===== src/rtl/core/tlik_pkg.sv =====
package tlik_pkg;

  // datapath widths
  localparam int VW    = 34;   // cordic x / y lanes
  localparam int ANGW  = 25;   // angles in 1/32768 degree
  localparam int SQW   = 30;   // square root result
  localparam int RW    = 33;   // square root remainder
  localparam int SVW   = 60;   // square root radicand
  localparam int STEPS = 16;   // cordic steps
  localparam int SQ_STEPS = SQW;

  localparam logic signed [ANGW-1:0] ANG_QUARTER = 25'sd2949120;
  localparam logic signed [ANGW-1:0] ANG_HALF    = 25'sd5898240;
  localparam logic [29:0] KINV_Q30 = 30'd652032874;

  // configuration register indexes
  localparam logic [1:0] REG_LINK_LENGTH = 2'd0;
  localparam logic [1:0] REG_BASE_Y      = 2'd1;
  localparam logic [1:0] REG_BASE_Z      = 2'd2;

  localparam logic [14:0] LINK_LENGTH_RST = 15'd4915;
  localparam logic signed [15:0] BASE_Y_RST = -16'sd4096;
  localparam logic signed [15:0] BASE_Z_RST = 16'sd7373;

  typedef struct packed {
    logic [RW-1:0]  rem;
    logic [SQW-1:0] root;
    logic [SVW-1:0] rad;
  } sq_t;

  typedef struct packed {
    logic signed [VW-1:0]   x;
    logic signed [VW-1:0]   y;
    logic signed [ANGW-1:0] z;
  } vec_t;

  typedef struct packed {
    logic signed [VW-1:0]   x;
    logic signed [VW-1:0]   y;
    logic signed [ANGW-1:0] ang;
  } rot_t;

  typedef struct packed {
    logic                   valid;
    logic                   dy_neg;
    logic                   dz_neg;
    logic                   unreach;
    logic [16:0]            ady;
    logic [16:0]            adz;
    logic                   dir_y0;
    logic                   dir_x0;
    logic                   half_y0;
    logic                   half_x0;
    logic                   flip;
    logic signed [ANGW-1:0] shoulder;
    logic signed [ANGW-1:0] elbow;
  } ctl_t;

  function automatic logic signed [ANGW-1:0] step_angle(input logic [3:0] idx);
    logic signed [ANGW-1:0] a;
    case (idx)
      4'd0:  a = 25'sd1474560;
      4'd1:  a = 25'sd870484;
      4'd2:  a = 25'sd459940;
      4'd3:  a = 25'sd233473;
      4'd4:  a = 25'sd117189;
      4'd5:  a = 25'sd58652;
      4'd6:  a = 25'sd29333;
      4'd7:  a = 25'sd14667;
      4'd8:  a = 25'sd7334;
      4'd9:  a = 25'sd3667;
      4'd10: a = 25'sd1833;
      4'd11: a = 25'sd917;
      4'd12: a = 25'sd458;
      4'd13: a = 25'sd229;
      4'd14: a = 25'sd115;
      4'd15: a = 25'sd57;
      default: a = '0;
    endcase
    return a;
  endfunction

  // arithmetic shift that truncates toward zero
  function automatic logic signed [VW-1:0] shr_trunc(input logic signed [VW-1:0] v,
                                                     input int s);
    logic signed [VW-1:0] m;
    m = -v;
    return v[VW-1] ? -(m >>> s) : (v >>> s);
  endfunction

  // shift with round half away from zero
  function automatic logic signed [VW-1:0] rnd_shr(input logic signed [VW-1:0] v,
                                                   input int s);
    logic signed [VW-1:0] mag;
    logic signed [VW-1:0] half;
    logic signed [VW-1:0] r;
    mag  = v[VW-1] ? -v : v;
    half = {{(VW-1){1'b0}}, 1'b1} <<< (s - 1);
    r    = (mag + half) >>> s;
    return v[VW-1] ? -r : r;
  endfunction

  function automatic logic signed [15:0] sat16(input logic signed [VW-1:0] v);
    logic signed [15:0] r;
    if (v > 34'sd32767) begin
      r = 16'sh7fff;
    end else if (v < -34'sd32768) begin
      r = 16'sh8000;
    end else begin
      r = v[15:0];
    end
    return r;
  endfunction

endpackage


===== src/rtl/core/tlik_vec_cell.sv =====
module tlik_vec_cell #(
  parameter int STEP = 0
) (
  input  logic           clk,
  input  logic           en,
  input  tlik_pkg::vec_t vec_i,
  output tlik_pkg::vec_t vec_o
);

  tlik_pkg::vec_t vec_r, vec_nxt;
  logic signed [tlik_pkg::VW-1:0]   ddx, ddy;
  logic signed [tlik_pkg::ANGW-1:0] ang;

  always_comb begin
    ddx = tlik_pkg::shr_trunc(vec_i.y, STEP);
    ddy = tlik_pkg::shr_trunc(vec_i.x, STEP);
    ang = tlik_pkg::step_angle(4'(STEP));
    if (vec_i.y > 0) begin
      vec_nxt.x = vec_i.x + ddx;
      vec_nxt.y = vec_i.y - ddy;
      vec_nxt.z = vec_i.z + ang;
    end else begin
      vec_nxt.x = vec_i.x - ddx;
      vec_nxt.y = vec_i.y + ddy;
      vec_nxt.z = vec_i.z - ang;
    end
  end

  always_ff @(posedge clk) begin
    if (en) begin
      vec_r <= vec_nxt;
    end
  end

  assign vec_o = vec_r;

endmodule


===== config.mk =====
export PLATFORM = sky130hd
export DESIGN_NAME = tlik_vec_cell
export DESIGN_NICKNAME = d
export VERILOG_FILES = /design/src/rtl/core/tlik_pkg.sv /design/src/rtl/core/tlik_vec_cell.sv
export SDC_FILE = /design/constraint.sdc
export NUM_CORES = 1
export LEC_CHECK = 0
export ABC_AREA = 1
export BUFFER_PORTS_ARGS = -buffer_cell sky130_fd_sc_hd__buf_2
export CORE_ASPECT_RATIO = 1.5
export CORE_MARGIN = 2
export CORE_UTILIZATION = 30
export DETAILED_ROUTE_END_ITERATION = 8
export PLACE_DENSITY_LB_ADDON = 0.3
export SLEW_MARGIN = 20
export SYNTH_ARGS = -nofsm -noshare
export SYNTH_HDL_FRONTEND = slang
export SYNTH_SLANG_ARGS = --single-unit

===== constraint.sdc =====
create_clock -name clk -period 4.3 [get_ports clk]
set_clock_uncertainty 0.2 [all_clocks]
set_input_delay 0.43 -clock clk [delete_from_list [all_inputs] [get_ports clk]]
set_output_delay 0.43 -clock clk [all_outputs]
set_load 0.1 [all_outputs]

==> reports/qor.txt <==
library cells used by synthesis: 36
initial core utilization: 0.304
# port buffers: 187
DR iter-0 viols: 689
Core Util, Final: 0.366
vias in the first global route: 9766
Async S/R FF share, synth: 0
peak supply drop: 0.246 mV
cells after synthesis: 1354
global-route wire length before repair: 51.4 mm
Max Freq: 258 MHz
FILL cells: 3367
GRT Overall Usage: 0.206
syn nets: 1528
final WL: 34.2 mm
register bit count reported by yosys: 92
Setup Total Neg Slack: 0 ps
area share of the largest cell type after synthesis: 0.293
number of antenna violations at the first check in global routing: 5
number of CTS-inserted buffers: 9
Worst Hold Class: input port to flip-flop
Post CTS Setup Buffer Count: 0
core region area: 30900 sq um
post-synthesis sequential area ratio: 0.293
Die Area: 32800 sq um
Slew HR: 0.567
HP Start: vec_i[0]
number of enable flip-flop cells after synthesis: 92
pin count of the biggest net entering global routing: 41
Worst setup SP type: input port
vias: 9635
unrepaired setup endpoints after global routing: no
Residual DRC: 0
Clk pin slew, worst setup/hold paths: 70 ps
Synth top cells by count: 346 x nand2_1, 194 x nor2_1, 173 x inv_1
min cycle time layout: 3880 ps
Root Driver: clkbuf_16
GP Congestion: 1.04
maximum fanout along the worst path: 20
hold_buf cts: 1
Die Y: 221 um
Req. time, crit path: 4240 ps
die width: 149 um
# resized after CTS: 0
Avg Inst Size Synth: 6.95 sq um
worst hold path depth: 1
Final Hold Vio Count: 0
biggest area consumer among synthesized cells: edfxtp_1
max-cap viol count: 0
critical path startpoint: vec_i[26]
slew at the pin closest to its max-slew limit: 642 ps
Post-Syn Area: 9410 sq um
DR pass1 iterations: 6
Area Overhead vs Synth: 20.4%
static leakage: 5.37 nW
final setup vio count: 0
Max Root-Sink Buffers: 2
I/O Pins: 188
# H-tree levels: 3
Final ANT Viol Nets: 0
Pwr Density: 412 nW/um^2
status: finished clean
TritonCTS clock tree: yes
share of layout cells above drive strength 1: 0.159
floorplan row count: 79
Fin Hold WS: 17.6 ps
critical path type: input port to flip-flop
Primary FF master, synth: edfxtp_1
final slew viol count: 0
drt wl/cell: 17.2 um
WHS Endpoint: vec_o[0]
Via density: 4.85
top cells by area, synth: edfxtp_1 29%, nand2_1 14%, ha_1 10%
Final period util: 0.903
crit path capture type: flip-flop
total congestion overflow: 0
Largest register FFs: 92
clk sinks: 92
worst path arrival time: 3830 ps
count leader, synth: nand2_1
DP HPWL: 28.9 mm
Yosys warnings: 0
fin nets: 1744
where the power goes:
part / internal [mW] / switching (mW) / leakage [nW]
registers: 1.20 / 0.0420 / 0.900
logic: 0.535 / 2.02 / 4.32
clock network: 0.460 / 0.408 / 0.151
worst max path at each step:
stage | slack [ps] | end | depth (start not counted)
final | 420 | vec_o[57] | 21
after global routing | 150 | vec_o[57] | 21
after CTS | 450 | vec_o[90] | 20
after detailed placement | 40 | vec_o[90] | 20
after global placement | 50 | vec_o[57] | 21
after floorplan | 800 | vec_o[47] | 23
final cells by class:
type / count / area [sq um] / share of cell area
repair buffers: 214 / 1160 / 0.102
multi-input cells: 1079 / 5920 / 0.523
flip-flops and latches: 92 / 2760 / 0.244
clock inverters: 7 / 85.1 / 0.00751
clock buffers: 9 / 225 / 0.0199
inverters: 174 / 658 / 0.0581
well taps: 405 / 507 / 0.0447
diodes: 6 / 15.0 / 0.00133
stage by stage:
step,worst slack (ps),instance area [sq um],cells,total power [mW]
finish,417,11300,1986,4.66
global placement,49.6,11000,1963,3.80
CTS,452,11300,1980,4.69
global route,154,11300,1985,4.90
detailed placement,41.6,11000,1963,3.80
floorplan,804,9410,1354,3.23
metal layers:
layer | GRT usage | wire, um | vias up
li1 | - | - | 4899
met1 | 0.215 | 12600 | 4343
met2 | 0.387 | 18100 | 293
met3 | 0.0223 | 1480 | 100
met4 | 0.129 | 1950 | 0
met5 | 0 | 0 | -
cell usage in the layout (no fill, tap or decap), types with 2 or more instances in the layout:
| cell type | count |
|---|---|
| a21boi_0 | 4 |
| a21o_1 | 2 |
| a21oi_1 | 106 |
| buf_2 | 186 |
| buf_4 | 26 |
| clkbuf_16 | 9 |
| clkinv_4 | 2 |
| diode_2 | 6 |
| edfxtp_1 | 92 |
| fa_1 | 3 |
| ha_1 | 76 |
| inv_1 | 173 |
| inv_6 | 3 |
| nand2_1 | 346 |
| nand2_2 | 4 |
| nand3_1 | 76 |
| nand3b_1 | 3 |
| nand4_1 | 20 |
| nor2_1 | 194 |
| nor2_2 | 8 |
| nor2_4 | 2 |
| nor3_1 | 15 |
| nor3b_1 | 2 |
| nor4_1 | 4 |
| o21a_1 | 14 |
| o21ai_0 | 72 |
| o21ai_1 | 5 |
| o21ai_2 | 5 |
| o21bai_1 | 5 |
| o311ai_0 | 2 |
| xnor2_1 | 30 |
| xor2_1 | 75 |
logic make-up after synthesis:
logic type      Yosys count  synth area share
xor+xnor                105            0.0977
simple gates            678             0.299
buf+inv                 183            0.0775
compound gates          217             0.125
fa+ha+maj                79             0.107
flops                    92             0.293
worst max-delay path, cell delays in order:
cell	delay, ps
buf_2	120
inv_1	100
ha_1	190
nand2_2	90
nor2_4	140
nand2_2	120
nor2_2	150
nand2_2	120
nand2_8	170
buf_4	240
nor2_1	70
xor2_1	180
inv_1	70
ha_1	360
nand2_1	130
nor2_1	220
nand2_1	70
o21ai_0	460
nand2_1	200
nand3_1	140
nand2_1	60
(Power assumes the default switching activity.)
