## config.mk

```make
export PLATFORM = sky130hd
export DESIGN_NAME = tlik_sqrt_cell
export DESIGN_NICKNAME = d
export VERILOG_FILES = /design/src/rtl/core/tlik_pkg.sv /design/src/rtl/core/tlik_sqrt_cell.sv
export SDC_FILE = /design/constraint.sdc
export NUM_CORES = 1
export LEC_CHECK = 0
export BUFFER_PORTS_ARGS = -buffer_cell sky130_fd_sc_hd__buf_2
export CORE_UTILIZATION = 40
export DETAILED_ROUTE_END_ITERATION = 12
export PLACE_DENSITY = 0.71
export SLEW_MARGIN = 20
export SYNTH_ARGS = -nofsm -noshare
export SYNTH_HDL_FRONTEND = slang
export SYNTH_SLANG_ARGS = --single-unit
```

## constraint.sdc

```tcl
create_clock -name clk -period 2.55 [get_ports clk]
set_clock_uncertainty 0.2 [all_clocks]
set_input_delay 0.255 -clock clk [delete_from_list [all_inputs] [get_ports clk]]
set_output_delay 0.255 -clock clk [all_outputs]
set_load 0.01 [all_outputs]
```

## src/rtl/core/tlik_pkg.sv

```systemverilog
package tlik_pkg;

  // datapath widths
  localparam int VW    = 34;   // cordic x / y lanes
  localparam int ANGW  = 25;   // angles in 1/32768 degree
  localparam int SQW   = 30;   // square root result
  localparam int RW    = 33;   // square root remainder
  localparam int SVW   = 60;   // square root radicand
  localparam int STEPS = 16;   // cordic steps
  localparam int SQ_STEPS = SQW;

  localparam logic signed [ANGW-1:0] ANG_QUARTER = 25'sd2949120;
  localparam logic signed [ANGW-1:0] ANG_HALF    = 25'sd5898240;
  localparam logic [29:0] KINV_Q30 = 30'd652032874;

  // configuration register indexes
  localparam logic [1:0] REG_LINK_LENGTH = 2'd0;
  localparam logic [1:0] REG_BASE_Y      = 2'd1;
  localparam logic [1:0] REG_BASE_Z      = 2'd2;

  localparam logic [14:0] LINK_LENGTH_RST = 15'd4915;
  localparam logic signed [15:0] BASE_Y_RST = -16'sd4096;
  localparam logic signed [15:0] BASE_Z_RST = 16'sd7373;

  typedef struct packed {
    logic [RW-1:0]  rem;
    logic [SQW-1:0] root;
    logic [SVW-1:0] rad;
  } sq_t;

  typedef struct packed {
    logic signed [VW-1:0]   x;
    logic signed [VW-1:0]   y;
    logic signed [ANGW-1:0] z;
  } vec_t;

  typedef struct packed {
    logic signed [VW-1:0]   x;
    logic signed [VW-1:0]   y;
    logic signed [ANGW-1:0] ang;
  } rot_t;

  typedef struct packed {
    logic                   valid;
    logic                   dy_neg;
    logic                   dz_neg;
    logic                   unreach;
    logic [16:0]            ady;
    logic [16:0]            adz;
    logic                   dir_y0;
    logic                   dir_x0;
    logic                   half_y0;
    logic                   half_x0;
    logic                   flip;
    logic signed [ANGW-1:0] shoulder;
    logic signed [ANGW-1:0] elbow;
  } ctl_t;

  function automatic logic signed [ANGW-1:0] step_angle(input logic [3:0] idx);
    logic signed [ANGW-1:0] a;
    case (idx)
      4'd0:  a = 25'sd1474560;
      4'd1:  a = 25'sd870484;
      4'd2:  a = 25'sd459940;
      4'd3:  a = 25'sd233473;
      4'd4:  a = 25'sd117189;
      4'd5:  a = 25'sd58652;
      4'd6:  a = 25'sd29333;
      4'd7:  a = 25'sd14667;
      4'd8:  a = 25'sd7334;
      4'd9:  a = 25'sd3667;
      4'd10: a = 25'sd1833;
      4'd11: a = 25'sd917;
      4'd12: a = 25'sd458;
      4'd13: a = 25'sd229;
      4'd14: a = 25'sd115;
      4'd15: a = 25'sd57;
      default: a = '0;
    endcase
    return a;
  endfunction

  // arithmetic shift that truncates toward zero
  function automatic logic signed [VW-1:0] shr_trunc(input logic signed [VW-1:0] v,
                                                     input int s);
    logic signed [VW-1:0] m;
    m = -v;
    return v[VW-1] ? -(m >>> s) : (v >>> s);
  endfunction

  // shift with round half away from zero
  function automatic logic signed [VW-1:0] rnd_shr(input logic signed [VW-1:0] v,
                                                   input int s);
    logic signed [VW-1:0] mag;
    logic signed [VW-1:0] half;
    logic signed [VW-1:0] r;
    mag  = v[VW-1] ? -v : v;
    half = {{(VW-1){1'b0}}, 1'b1} <<< (s - 1);
    r    = (mag + half) >>> s;
    return v[VW-1] ? -r : r;
  endfunction

  function automatic logic signed [15:0] sat16(input logic signed [VW-1:0] v);
    logic signed [15:0] r;
    if (v > 34'sd32767) begin
      r = 16'sh7fff;
    end else if (v < -34'sd32768) begin
      r = 16'sh8000;
    end else begin
      r = v[15:0];
    end
    return r;
  endfunction

endpackage

```

## src/rtl/core/tlik_sqrt_cell.sv

```systemverilog
module tlik_sqrt_cell (
  input  logic             clk,
  input  logic             en,
  input  tlik_pkg::sq_t    sq_i,
  output tlik_pkg::sq_t    sq_o
);

  tlik_pkg::sq_t sq_r, sq_nxt;
  logic [tlik_pkg::RW-1:0] rem_sh;
  logic [tlik_pkg::RW-1:0] trial;

  // one result bit per cell, two radicand bits consumed
  always_comb begin
    rem_sh = {sq_i.rem[tlik_pkg::RW-3:0], sq_i.rad[tlik_pkg::SVW-1 -: 2]};
    trial  = {1'b0, sq_i.root, 2'b01};
    sq_nxt.rad = {sq_i.rad[tlik_pkg::SVW-3:0], 2'b00};
    if (rem_sh >= trial) begin
      sq_nxt.rem  = rem_sh - trial;
      sq_nxt.root = {sq_i.root[tlik_pkg::SQW-2:0], 1'b1};
    end else begin
      sq_nxt.rem  = rem_sh;
      sq_nxt.root = {sq_i.root[tlik_pkg::SQW-2:0], 1'b0};
    end
  end

  always_ff @(posedge clk) begin
    if (en) begin
      sq_r <= sq_nxt;
    end
  end

  assign sq_o = sq_r;

endmodule

```

==> impl_metrics.csv <==
group,metric,value,unit
pwr,seqPwrFrac,40.0,%
sta,fmax,0.4133,GHz
sta,period_share,94.89,%
critical_path,cp_max_fo,5,
pwr,power_density,634.7,nW/um^2
critical_path,critical_path.top_delay_family,"compound AO/OA/AOI/OAI gates",
grt,grt_pass1_vias,5535,
logic_synthesis,synth_top_area_share,61.80,%
final_layout,synthToLayoutAreaGrowth,66.72,%
clocking,clock_sinks,121,
hold_path,worstHoldPathType,"input pin to register",
sta,setup_ws,0.1303,ns
final_layout,multiInputGateArea,2067,sq um
logic_synthesis,yosysMostFrequentCell,"edfxtp_1",
drt,viasPerCell,4.879,
logic_synthesis,post-synth-top-area-cell,"edfxtp_1",
logic_synthesis,netlist_area,5879,sq um
clocking,cts_made_buffers,17,
critical_path,worstPathArrival,2.45,ns
grt,grt_overflow,0,
drt,wirelength,18460,um
place,port_buffers,243,
floorplan,core,14100,sq um
floorplan,row_count,43,
job,maxCapViolCount,0,
clocking,cts_root_buffer,"clkbuf_16",
floorplan,start_util,41.71,%
place,gp_congestion,0.8344,
clocking,htree_levels,4,
floorplan,die_height,123.2,um
drt,drt-initial-drc-count,283,
floorplan,ios,248,
critical_path,slowest_stage,"ha_1",
clocking,path_clk_slew,0.06,ns
clocking,cts_tree,"done",
critical_path,required,2.58,ns
drt,postRouteAntennaNets,0,
pwr,internal_power,4.512,mW
run_status,status,"finished clean",
final_layout,fillers,1065,
grt,grt_util_all_layers,24.26,%
critical_path,slowest_delay,0.36,ns
sta,grt_setup_unrepaired,"no",
pwr,power_leakage,4.472,nW
critical_path,crit_type,"input pin to register",
logic_synthesis,yosys-top-cells-count,"121 x edfxtp_1, 40 x nand2_1, 39 x inv_1, 32 x ha_1, 25 x a21oi_1",
final_layout,final_nets,1082,
logic_synthesis,synthFlopType,"edfxtp_1",
final_layout,largest_register_ff_count,121,
floorplan,dieArea,15190,sq um
logic_synthesis,syn_inst,464,
pwr,p_sw_share,27.48,%
drt,firstDrtPassIters,4,
critical_path,crit_buf_inv,3,
pwr,ir_worst_vdd,0.4124,mV
sta,maxSlewViolCount,0,
final_layout,diodes,0,
sta,hold_viol_final,0,
sta,setup_viol,0,
logic_synthesis,yosysWarnings,0,
drt,vias,5455,
clocking,clockBufferDepth,2,
drt,wire_per_inst,16.51,um
drt,drc,0,
pwr,pwr-share-comb,23.0,%
grt,antenna_found_initial,0,
pwr,p_sw,1.710,mW
critical_path,cp-start-kind,"input pin",
critical_path,crit_path_end_kind,"register",
final_layout,layout.area.seq,3633,sq um
critical_path,crit_chain,"buf_2 -> inv_1 -> ha_1 -> a21o_1 -> a21oi_1 -> buf_4 -> a21boi_0 -> o21ai_1 -> a21boi_0 -> o21a_1 -> o21a_1 -> o31ai_1",
floorplan,die_x,123.2,um
sta,min_period,2.420,ns
logic_synthesis,async_flop_share,0,%
pwr,clkPwrFrac,37.0,%
logic_synthesis,ys_seq_area_share,61.80,%
grt,grt_first_pass_wirelength,27670,um
logic_synthesis,synth_cell_type_count,54,
logic_synthesis,syn_avg_cell_area,12.67,sq um
logic_synthesis,ys_seq_elements,121,
pwr,total_power,6.222,mW
logic_synthesis,synthTopCellsByArea,"edfxtp_1 62%, ha_1 6.8%, nand2_1 2.6%",
final_layout,drive_gt1_share,41.68,%
grt,grt_max_degree,38,
place,hpwl,12730,um
logic_synthesis,synth_edf_count,121,
place,dpl_worst_slack,-0.3402,ns
==> power groups by stage <==
stage / Clock [mW] / Sequential (mW) / Combinational, mW
after floorplan: 0 / 2.64 / 0.494
after global placement: 0 / 2.52 / 1.24
after detailed placement: 0 / 2.52 / 1.26
after CTS: 2.33 / 2.49 / 1.40
after global routing: 2.43 / 2.51 / 1.56
final: 2.30 / 2.49 / 1.43
==> logic make-up (layout without fill, tap and decap cells) <==
kind of cell	Yosys count	count (layout)	share of synthesized area, %
AOI/OAI and AO/OA	128	128	14.09
DFF	121	121	61.80
and+or+nand+nor	100	100	8.534
buffers and inverters	53	526	4.277
adders and majority gates	32	32	6.810
xor gates and xnor gates	25	25	3.724
muxes	4	4	0.7023
other	1	2	0.06378
==> final timing paths <==
check	end	startpoint	cells past startpoint
max	sq_o[100]	sq_i[62]	12
min	sq_o[108]	sq_i[106]	4
==> cells in the final DEF, fill, tap and decap left out, types with 7 or more instances in the layout <==
cell	n
a21o_1	15
a21oi_1	23
a31oi_1	7
and3_1	9
buf_2	242
buf_4	92
clkbuf_16	17
dlygate4sd3_1	113
edfxtp_1	121
ha_1	29
inv_1	39
nand2_1	40
nand3_1	10
nor2_1	12
o21ai_0	22
o21ai_1	17
xnor2_1	11
xor2_1	14
==> repair_timing <==
| item | 4_1_cts | 5_1_grt |
|---|---|---|
| endpoints found under the setup margin | 0 | 30 |
| gates resized for setup | 0 | 11 |
| endpoints found under the hold margin | 113 | 0 |
| hold buffers | 113 | 0 |
| buffers inserted | 0 | 0 |
==> layout make-up <==
type	count	share of cell area (%)
well taps	180	2.298
inverters	40	1.532
clock buffers	17	4.340
clock inverters	15	1.442
multi-input cells	291	21.09
repair buffers	454	32.23
flip-flops and latches	121	37.07
==> routing by layer <==
layer	share of wire, %	track usage, %
met1	41	28.22
met4	1.9	8.509
met2	50	42.88
met3	7.1	6.458
met5	0	0
==> through the flow <==
| stage | hold WS [ns] | std cells | area (sq um) | utilization, % | TNS (ns) |
|---|---|---|---|---|---|
| detailed placement | 0.2335 | 973 | 8061 | 57.19 | -8.583 |
| CTS | 0.01373 | 1118 | 9759 | 69.23 | 0 |
| finish | 0.03691 | 1118 | 9802 | 69.54 | 0 |
| global route | 0.01841 | 1118 | 9802 | 69.54 | 0 |
| global placement | 0.2318 | 973 | 8061 | 57.19 | -6.849 |
| floorplan | 0.1539 | 465 | 5921 | - | -0.007504 |
Note: power is estimated with default switching activity, not from simulation.
