<file path="src/rtl/core/tlik_pkg.sv">
package tlik_pkg;

  // datapath widths
  localparam int VW    = 34;   // cordic x / y lanes
  localparam int ANGW  = 25;   // angles in 1/32768 degree
  localparam int SQW   = 30;   // square root result
  localparam int RW    = 33;   // square root remainder
  localparam int SVW   = 60;   // square root radicand
  localparam int STEPS = 16;   // cordic steps
  localparam int SQ_STEPS = SQW;

  localparam logic signed [ANGW-1:0] ANG_QUARTER = 25'sd2949120;
  localparam logic signed [ANGW-1:0] ANG_HALF    = 25'sd5898240;
  localparam logic [29:0] KINV_Q30 = 30'd652032874;

  // configuration register indexes
  localparam logic [1:0] REG_LINK_LENGTH = 2'd0;
  localparam logic [1:0] REG_BASE_Y      = 2'd1;
  localparam logic [1:0] REG_BASE_Z      = 2'd2;

  localparam logic [14:0] LINK_LENGTH_RST = 15'd4915;
  localparam logic signed [15:0] BASE_Y_RST = -16'sd4096;
  localparam logic signed [15:0] BASE_Z_RST = 16'sd7373;

  typedef struct packed {
    logic [RW-1:0]  rem;
    logic [SQW-1:0] root;
    logic [SVW-1:0] rad;
  } sq_t;

  typedef struct packed {
    logic signed [VW-1:0]   x;
    logic signed [VW-1:0]   y;
    logic signed [ANGW-1:0] z;
  } vec_t;

  typedef struct packed {
    logic signed [VW-1:0]   x;
    logic signed [VW-1:0]   y;
    logic signed [ANGW-1:0] ang;
  } rot_t;

  typedef struct packed {
    logic                   valid;
    logic                   dy_neg;
    logic                   dz_neg;
    logic                   unreach;
    logic [16:0]            ady;
    logic [16:0]            adz;
    logic                   dir_y0;
    logic                   dir_x0;
    logic                   half_y0;
    logic                   half_x0;
    logic                   flip;
    logic signed [ANGW-1:0] shoulder;
    logic signed [ANGW-1:0] elbow;
  } ctl_t;

  function automatic logic signed [ANGW-1:0] step_angle(input logic [3:0] idx);
    logic signed [ANGW-1:0] a;
    case (idx)
      4'd0:  a = 25'sd1474560;
      4'd1:  a = 25'sd870484;
      4'd2:  a = 25'sd459940;
      4'd3:  a = 25'sd233473;
      4'd4:  a = 25'sd117189;
      4'd5:  a = 25'sd58652;
      4'd6:  a = 25'sd29333;
      4'd7:  a = 25'sd14667;
      4'd8:  a = 25'sd7334;
      4'd9:  a = 25'sd3667;
      4'd10: a = 25'sd1833;
      4'd11: a = 25'sd917;
      4'd12: a = 25'sd458;
      4'd13: a = 25'sd229;
      4'd14: a = 25'sd115;
      4'd15: a = 25'sd57;
      default: a = '0;
    endcase
    return a;
  endfunction

  // arithmetic shift that truncates toward zero
  function automatic logic signed [VW-1:0] shr_trunc(input logic signed [VW-1:0] v,
                                                     input int s);
    logic signed [VW-1:0] m;
    m = -v;
    return v[VW-1] ? -(m >>> s) : (v >>> s);
  endfunction

  // shift with round half away from zero
  function automatic logic signed [VW-1:0] rnd_shr(input logic signed [VW-1:0] v,
                                                   input int s);
    logic signed [VW-1:0] mag;
    logic signed [VW-1:0] half;
    logic signed [VW-1:0] r;
    mag  = v[VW-1] ? -v : v;
    half = {{(VW-1){1'b0}}, 1'b1} <<< (s - 1);
    r    = (mag + half) >>> s;
    return v[VW-1] ? -r : r;
  endfunction

  function automatic logic signed [15:0] sat16(input logic signed [VW-1:0] v);
    logic signed [15:0] r;
    if (v > 34'sd32767) begin
      r = 16'sh7fff;
    end else if (v < -34'sd32768) begin
      r = 16'sh8000;
    end else begin
      r = v[15:0];
    end
    return r;
  endfunction

endpackage

</file>
<file path="src/rtl/core/tlik_rot_cell.sv">
module tlik_rot_cell #(
  parameter int STEP = 0
) (
  input  logic           clk,
  input  logic           en,
  input  tlik_pkg::rot_t rot_i,
  output tlik_pkg::rot_t rot_o
);

  tlik_pkg::rot_t rot_r, rot_nxt;
  logic signed [tlik_pkg::VW-1:0]   ddx, ddy;
  logic signed [tlik_pkg::ANGW-1:0] ang;

  always_comb begin
    ddx = tlik_pkg::shr_trunc(rot_i.y, STEP);
    ddy = tlik_pkg::shr_trunc(rot_i.x, STEP);
    ang = tlik_pkg::step_angle(4'(STEP));
    if (rot_i.ang >= 0) begin
      rot_nxt.x   = rot_i.x - ddx;
      rot_nxt.y   = rot_i.y + ddy;
      rot_nxt.ang = rot_i.ang - ang;
    end else begin
      rot_nxt.x   = rot_i.x + ddx;
      rot_nxt.y   = rot_i.y - ddy;
      rot_nxt.ang = rot_i.ang + ang;
    end
  end

  always_ff @(posedge clk) begin
    if (en) begin
      rot_r <= rot_nxt;
    end
  end

  assign rot_o = rot_r;

endmodule

</file>
<file path="config.mk">
export PLATFORM = sky130hd
export DESIGN_NAME = tlik_rot_cell
export DESIGN_NICKNAME = d
export VERILOG_FILES = /design/src/rtl/core/tlik_pkg.sv /design/src/rtl/core/tlik_rot_cell.sv
export SDC_FILE = /design/constraint.sdc
export NUM_CORES = 1
export LEC_CHECK = 0
export ABC_AREA = 1
export BUFFER_PORTS_ARGS = -buffer_cell sky130_fd_sc_hd__buf_2
export CORE_ASPECT_RATIO = 1.4
export CORE_UTILIZATION = 35
export DETAILED_ROUTE_END_ITERATION = 8
export PLACE_DENSITY = 0.66
export SLEW_MARGIN = 40
export SYNTH_ARGS = -nofsm -noshare
export SYNTH_HDL_FRONTEND = slang
export SYNTH_SLANG_ARGS = --single-unit
export TNS_END_PERCENT = 100
</file>
<file path="constraint.sdc">
create_clock -name clk -period 8.5 [get_ports clk]
set_input_delay 1.275 -clock clk [delete_from_list [all_inputs] [get_ports clk]]
set_output_delay 1.275 -clock clk [all_outputs]
set_load 0.005 [all_outputs]
</file>
==> flow_summary.json, run 1 <==
{
  "rsz0062_at_grt": "false",
  "place_inst": 2059,
  "status": "complete, no violations",
  "grtUsageTotal_pct": 23.9,
  "cp-start-kind": "input port",
  "synth_area_um2": 9880,
  "path_class": "in -> reg",
  "place_ws_ns": 3.72,
  "min_from": "rot_i[13]",
  "synthCells": 1509,
  "synth-edff-count": 92,
  "max-cap-violations": 0,
  "htree_levels": 3,
  "yosysTopAreaCell": "edfxtp_1",
  "post-route-period-util_pct": 52.4,
  "max_slew_margin_pct": 48.2,
  "totalWireLength_um": 33800,
  "path_clk_slew_ns": 0.07,
  "worstHoldPathCells": 1,
  "nFillCells": 3041,
  "setup_viol": 0,
  "cp-startpoint": "rot_i[24]",
  "cts_buffers": 9,
  "yosys-top-cells-count": "nand2_1 (449), inv_1 (241), nor2_1 (199)",
  "hold_buffers": 0,
  "routedWlPerCell_um": 16.3,
  "synth_top_cell_area_share_pct": 28.0,
  "endpoint_kind": "register",
  "hold_violations": 0,
  "place_area_um2": 11300,
  "seq_area_frac_synth_pct": 28.0,
  "synth.distinct_cells": 36,
  "hold_class": "in -> reg",
  "synth.area.top_cells": "edfxtp_1 (28%), nand2_1 (17%), ha_1 (9.6%)",
  "cp_max_fo": 73,
  "grt_overflow": 0,
  "antenna_found_initial": 1,
  "grt_pass1_vias": 10200,
  "period_needed_ns": 4.45,
  "cts_buffer_depth": 2,
  "area_growth_pct": 17.2,
  "layout-drive-gt1-share_pct": 14.3,
  "io_pins": 188,
  "peakVddDrop_v": 0.000104,
  "tritoncts": "built",
  "root_buffer": "clkbuf_16",
  "layout_setup_ws_ns": 4.05,
  "synth-main-ff-cell": "edfxtp_1",
  "worstPathRequired_ns": 8.62,
  "post-dp-hpwl_um": 28800,
  "p_per_area_nw_per_um2": 156,
  "ys_seq_elements": 92,
  "ctsResizeCount": 0,
  "largest_reg_flops": 92,
  "grt_first_pass_wirelength_um": 51800,
  "die_width_um": 144,
  "io_buffers": 187,
  "worst_pin_slew_ns": 0.776,
  "die-area_um2": 28900,
  "floorplan.initialDensity_pct": 35.7,
  "syn_nets": 1683,
  "gp_congestion": 0.960,
  "arrival_ns": 4.57,
  "fin_cells": 2077,
  "first_pass_iters": 5,
  "clkSinkCount": 92,
  "fin_area_um2": 11600,
  "ant_nets": 0,
  "ys_warn_count": 0,
  "nets": 1874,
  "rows": 72,
  "drcViolationCount": 0,
  "dr_total_vias": 10200,
  "p_leak_nw": 5.92,
  "synthArstFlopShare_pct": 0,
  "timing.fmax_mhz": 225,
  "syn_area_per_cell_um2": 6.55,
  "grt_max_degree": 74,
  "maxSlewViolCount": 0,
  "die_height_um": 201,
  "fin_setup_tns_ns": 0,
  "fin_util_pct": 41.9,
  "avgViaCountPerCell": 4.93,
  "placeableCoreArea_um2": 27700,
  "drt_iter0_markers": 563,
  "fin_hold_ws_ns": 1.08,
  "synth_most_common_cell": "nand2_1",
  "post_cts_buffers": 0,
  "design_power_total_mw": 1.80
}
cells in the final DEF (no fill, tap or decap), drive strengths merged:
master / count
o21bai: 6
a21oi: 91
nor2b: 1
o21ai: 69
nor3: 26
clkinvlp: 1
nor2: 212
nand4: 23
a31oi: 2
bufinv: 1
o211ai: 1
a21o: 5
edfxtp: 92
and2: 1
xor2: 75
clkbuf: 10
o21a: 1
diode: 2
nand3b: 3
nand2: 463
nor4: 2
inv: 247
nand3: 87
xnor2: 16
o31ai: 1
fa: 3
ha: 76
buf: 190
logic make-up (layout without fill, tap and decap cells):
kind of cell | count (synthesis) | count (layout) | share of synthesized area, %
XOR/XNOR | 91 | 91 | 8.07
adder cells (fa/ha/maj) | 79 | 79 | 10.2
other | 0 | 2 | 0
buffers and inverters | 253 | 449 | 9.75
AO/OA/AOI/OAI | 176 | 176 | 9.37
flip-flops | 92 | 92 | 28.0
AND/OR/NAND/NOR | 818 | 818 | 34.6
worst max-delay path: stages:
cell and delay, ns:
buf_2 0.08, buf_4 0.54, inv_1 0.58, o21ai_0 0.35, xor2_1 0.22, ha_1 0.31, nand2_1 0.15, inv_1 0.05
a21oi_1 0.23, nand3_1 0.18, nand2_1 0.09, nand2_1 0.16, nand2_1 0.13, nand2_1 0.06, nand2_1 0.06, nand2_1 0.06
report_power, final:
group	internal (mW)	switching, mW
Combinational	0.263	0.479
Clock	0.235	0.200
Sequential	0.607	0.0196
Total	1.10	0.699
worst paths after layout:
check,to,slack (ns)
worst max-delay path,rot_o[50],4.05
worst min-delay path,rot_o[13],1.08
final cells by class:
type	instances	area (µm²)	share of cell area, %
Multi-Input combinational cell	1164	6150	53.2
Sequential cell	92	2760	23.9
Timing Repair Buffer	190	973	8.41
Inverter	243	912	7.88
Tap cell	370	463	4.00
Clock buffer	10	229	1.98
Clock inverter	6	77.6	0.670
Antenna cell	2	5.00	0.0432
routing by layer:
metal	track usage, %	wire [µm]	vias to the layer above
met3	2.41	950	91
met4	13.4	1690	0
li1	-	-	5219
met2	45.1	18000	266
met5	0	0	-
met1	25.3	13200	4673
No activity file was read; power rests on OpenSTA's default activity.
==> run 2, diff against run 1 <==
--- a/config.mk
+++ b/config.mk
@@ -5,12 +5,12 @@
 export SDC_FILE = /design/constraint.sdc
 export NUM_CORES = 1
 export LEC_CHECK = 0
-export ABC_AREA = 1
+export ABC_AREA = 0
 export BUFFER_PORTS_ARGS = -buffer_cell sky130_fd_sc_hd__buf_2
 export CORE_ASPECT_RATIO = 1.4
 export CORE_UTILIZATION = 35
 export DETAILED_ROUTE_END_ITERATION = 8
-export PLACE_DENSITY = 0.66
+export PLACE_DENSITY = 0.69
 export SLEW_MARGIN = 40
 export SYNTH_ARGS = -nofsm -noshare
 export SYNTH_HDL_FRONTEND = slang
==> constraint.sdc (replaced) <==
create_clock -name clk -period 3.7 [get_ports clk]
set_input_delay 0.555 -clock clk [delete_from_list [all_inputs] [get_ports clk]]
set_output_delay 0.555 -clock clk [all_outputs]
set_load 0.005 [all_outputs]
==> flow_summary.json, run 2 <==
{
  "synth-main-ff-cell": "edfxtp_1",
  "hold_buffers": 0,
  "grt_first_pass_wirelength_um": 39200,
  "floorplan.initialDensity_pct": 35.6,
  "cts_buffer_depth": 2,
  "totalWireLength_um": 25900,
  "layout-drive-gt1-share_pct": 41.2,
  "path_class": "in -> reg",
  "max-cap-violations": 0,
  "placeableCoreArea_um2": 23200,
  "tritoncts": "built",
  "final_common_cell": "buf_4",
  "rsz0062_at_grt": "true",
  "ys_seq_elements": 92,
  "ant_nets": 0,
  "status": "finished with violations",
  "cp_max_fo": 3,
  "syn_nets": 1045,
  "routedWlPerCell_um": 16.0,
  "rows": 66,
  "syn_area_per_cell_um2": 9.47,
  "yosys-top-cells-count": "edfxtp_1 (92), xnor2_1 (80), ha_1 (76)",
  "path_clk_slew_ns": 0.07,
  "synth_area_um2": 8250,
  "grtUsageTotal_pct": 20.7,
  "critPathTopFamily": "simple AND/OR/NAND/NOR gates",
  "root_buffer": "clkbuf_16",
  "area_growth_pct": 46.9,
  "crit_path_top_delay_cell": "or4_4",
  "seq_area_frac_synth_pct": 33.5,
  "grt_overflow": 0,
  "synthCells": 871,
  "setup_viol": 3,
  "yosysTopAreaCell": "edfxtp_1",
  "violations": "setup timing",
  "worstPathRequired_ns": 3.81,
  "worst_pin_slew_ns": 0.774,
  "synth.area.top_cells": "edfxtp_1 (33%), ha_1 (12%), xnor2_1 (8.5%)",
  "htree_levels": 3,
  "grt_pass1_vias": 8132,
  "ys_warn_count": 0,
  "synth.distinct_cells": 63,
  "clkSinkCount": 92,
  "die_width_um": 132,
  "nFillCells": 2114,
  "largest_reg_flops": 92,
  "first_pass_iters": 7,
  "drcViolationCount": 0,
  "hold_class": "in -> reg",
  "timing.fmax_mhz": 266,
  "fin_hold_ws_ns": 0.364,
  "place_area_um2": 11400,
  "layout_setup_ws_ns": -0.0528,
  "post-dp-hpwl_um": 20400,
  "drt_iter0_markers": 305,
  "synth-edff-count": 92,
  "synthArstFlopShare_pct": 0,
  "endpoint_kind": "register",
  "antenna_found_initial": 9,
  "cpPeakStageDelay_ns": 0.54,
  "design_power_total_mw": 4.48,
  "synth_most_common_cell": "edfxtp_1",
  "dr_total_vias": 8326,
  "maxSlewViolCount": 0,
  "max_slew_margin_pct": 48.4,
  "post-route-period-util_pct": 101,
  "arrival_ns": 3.87,
  "fin_area_um2": 12100,
  "grt_max_degree": 60,
  "nets": 1469,
  "place_inst": 1574,
  "cts_buffers": 9,
  "cp_cell_sequence": "buf_2 > or4_4 > or3_4 > nor4_4 > buf_4 > inv_2 > o31ai_4 > xnor2_1 > ha_1 > nand2_2 > nor4_4 > nand2b_4 > a2111oi_4 > nor3_1 > nor3_1 > xnor2_1",
  "die-area_um2": 24200,
  "io_pins": 188,
  "die_height_um": 184,
  "cp.buffers_inverters": 3,
  "io_buffers": 187,
  "period_needed_ns": 3.75,
  "p_per_area_nw_per_um2": 369,
  "mostFrequentLayoutCells": "buf_4 (244), buf_2 (185), edfxtp_1 (92)",
  "synth_top_cell_area_share_pct": 33.5,
  "p_leak_nw": 5.47,
  "hold_violations": 0,
  "avgViaCountPerCell": 5.16,
  "peakVddDrop_v": 0.000235,
  "cp-start-kind": "input port",
  "gp_congestion": 0.936,
  "fin_cells": 1614
}
==> run 2: path summary, 6_finish.rpt <==
check	end	cells after the start	start	slack (ns)
worst max-delay path	rot_o[58]	16	rot_i[74]	-0.05
worst min-delay path	rot_o[14]	1	rot_i[14]	0.36
==> run 2: cell families after synthesis <==
family | after synthesis | synth area share (%)
multiplexers | 1 | 0.121
AO/OA/AOI/OAI | 279 | 22.4
XOR/XNOR | 129 | 13.7
adder cells (fa/ha/maj) | 79 | 12.3
AND/OR/NAND/NOR | 233 | 15.4
buffers and inverters | 58 | 2.68
flip-flops | 92 | 33.5
==> run 2: report_power, final <==
part	leakage [nW]	internal [mW]	switching, mW
logic	4.43	1.02	1.03
registers	0.901	1.42	0.0448
clock network	0.148	0.529	0.432
total	5.47	2.97	1.50
==> run 2: layer usage <==
layer	track usage [%]	share of wire, %	routed length, µm
met1	23.0	42	10800
met2	36.2	50	12900
met3	3.56	3.4	887
met4	14.4	4.8	1240
met5	0	0.054	14
==> run 2: metrics by stage <==
| step | setup TNS, ns | setup slack (ns) | util, % |
|---|---|---|---|
| finish | -0.0981 | -0.0528 | 52.2 |
| global route | -1.88 | -0.302 | 52.2 |
| CTS | -0.121 | -0.0618 | 50.9 |
| detailed placement | -9.60 | -0.607 | 49.0 |
| global placement | -8.73 | -0.508 | 49.0 |
| floorplan | -1.58 | -0.414 | - |
==> run 2: area by class of cell <==
| type | count | area, µm² | area share, % |
|---|---|---|---|
| timing repair buffer | 435 | 2840 | 23.4 |
| inverter | 36 | 135 | 1.11 |
| sequential | 92 | 2760 | 22.8 |
| tap | 306 | 383 | 3.16 |
| antenna | 8 | 20.0 | 0.165 |
| clock inverter | 7 | 73.8 | 0.609 |
| multi-input combinational | 721 | 5680 | 46.9 |
| clock buffer | 9 | 225 | 1.86 |
==> run 2: what timing repair did <==
item / in CTS / in global routing
gates cloned: 0 / 0
resized for setup: 18 / 57
setup endpoints to repair: 9 / 27
buffers inserted: 8 / 8
pin swaps: 20 / 35
==> run 3, diff against run 2 <==
--- a/config.mk
+++ b/config.mk
@@ -11,6 +11,7 @@
 export CORE_UTILIZATION = 35
 export DETAILED_ROUTE_END_ITERATION = 8
 export PLACE_DENSITY = 0.69
+export REMOVE_ABC_BUFFERS = 1
 export SLEW_MARGIN = 40
 export SYNTH_ARGS = -nofsm -noshare
 export SYNTH_HDL_FRONTEND = slang
==> flow_summary.json, run 3 (synthesis gave the netlist of run 2 again) <==
{
  "grt_max_degree": 48,
  "peakVddDrop_v": 0.000265,
  "place_inst": 1588,
  "place_ws_ns": -1.08,
  "fin_hold_ws_ns": 0.359,
  "gp_congestion": 0.933,
  "endpoint_kind": "register",
  "place_area_um2": 11400,
  "nets": 1477,
  "fin_cells": 1614,
  "p_leak_nw": 5.52,
  "first_pass_iters": 5,
  "drcViolationCount": 0,
  "placeableCoreArea_um2": 23200,
  "worst_pin_slew_ns": 0.650,
  "post-route-period-util_pct": 106,
  "cp-start-kind": "input port",
  "worstPathRequired_ns": 3.83,
  "timing.fmax_mhz": 256,
  "p_per_area_nw_per_um2": 364,
  "grt_overflow": 0,
  "ant_nets": 0,
  "grt_first_pass_wirelength_um": 40800,
  "layout_setup_ws_ns": -0.211,
  "hold_violations": 0,
  "htree_levels": 3,
  "antenna_found_initial": 0,
  "final_common_cell": "buf_4",
  "area_growth_pct": 49.1,
  "clkSinkCount": 92,
  "layout-drive-gt1-share_pct": 42.9,
  "avgViaCountPerCell": 5.23,
  "grtUsageTotal_pct": 21.4,
  "tritoncts": "built",
  "min_from": "rot_i[7]",
  "cts_buffer_depth": 2,
  "path_class": "in -> reg",
  "post-dp-hpwl_um": 21100,
  "hold_path_end": "rot_o[7]",
  "path_clk_slew_ns": 0.08,
  "mostFrequentLayoutCells": "buf_4 (247), buf_2 (183), edfxtp_1 (92)",
  "grt_pass1_vias": 8311,
  "period_needed_ns": 3.91,
  "worstHoldPathCells": 1,
  "die-area_um2": 24200,
  "io_buffers": 187,
  "largest_reg_flops": 92,
  "n_antenna_cell": 0,
  "max-cap-violations": 0,
  "violations": "setup timing",
  "die_width_um": 132,
  "die_height_um": 184,
  "drt_iter0_markers": 464,
  "fin_area_um2": 12300,
  "io_pins": 188,
  "maxSlewViolCount": 0,
  "max_slew_margin_pct": 56.7,
  "root_buffer": "clkbuf_16",
  "hold_class": "in -> reg",
  "dr_total_vias": 8439,
  "routedWlPerCell_um": 16.3,
  "status": "finished with violations",
  "setup_viol": 4,
  "arrival_ns": 4.04,
  "totalWireLength_um": 26300,
  "design_power_total_mw": 4.48,
  "rows": 66,
  "floorplan.initialDensity_pct": 35.6,
  "cts_buffers": 9,
  "rsz0062_at_grt": "true",
  "cp_max_fo": 5
}
-- run 3: cell types whose count changed in the layout (fill, tap and decap cells not counted), sizes merged --
cell,previous run,this run
buf,435,443
bufinv,1,0
clkbuf,9,10
diode,8,0
-- run 3: critical path, cell delays in order --
cell	delay [ns]
buf_2	0.11
or4_4	0.57
nor4_4	0.16
or3b_4	0.48
o41ai_4	0.23
xnor2_1	0.13
ha_1	0.33
nand2_2	0.09
nor4_1	0.31
buf_4	0.19
nand2b_4	0.06
a2111oi_4	0.41
nor3_1	0.08
nor3_1	0.23
xnor2_1	0.09
-- run 3: timing repair --
item / CTS / global route
pin swaps: 30 / 56
gates resized for setup: 56 / 74
setup buffers: 3 / 8
setup endpoints to repair: 16 / 25
hold buffers: 0 / 0
-- run 3: layer usage --
metal,GRT usage [%],vias to the layer above,wire length [µm]
li1,-,4153,-
met1,23.8,4020,10300
met2,41.7,233,14300
met3,2.59,33,1240
met4,6.56,0,470
met5,0,-,0
-- run 3: layout make-up --
type	count	area, µm²
sequential	92	2760
tap	306	383
multi-input combinational	721	5810
inverter	36	135
timing repair buffer	443	2930
fill	2113	10900
clock inverter	6	46.3
clock buffer	10	229
-- run 3: metrics by stage --
stage | utilization (%) | TNS [ns]
3_3_place_gp | 48.9 | -12.07
5_1_grt | 53.0 | -1.21
3_5_place_dp | 48.9 | -12.49
6_report | 53.0 | -0.293
4_1_cts | 51.3 | -0.222
2_1_floorplan | - | -2.08
-- run 3: power breakdown --
group | switching, mW | total (mW) | internal, mW
Sequential | 0.0457 | 1.47 | 1.42
Clock | 0.445 | 0.909 | 0.464
Combinational | 1.05 | 2.10 | 1.05
Total | 1.54 | 4.48 | 2.93
-- run 3: worst max-delay path by stage --
| stage | startpoint | endpoint | cells past startpoint |
|---|---|---|---|
| detailed placement | rot_i[75] | rot_o[58] | 16 |
| finish | rot_i[67] | rot_o[58] | 15 |
| global placement | rot_i[75] | rot_o[58] | 16 |
| floorplan | rot_i[75] | rot_o[58] | 14 |
| CTS | rot_i[73] | rot_o[55] | 17 |
| global route | rot_i[67] | rot_o[58] | 15 |
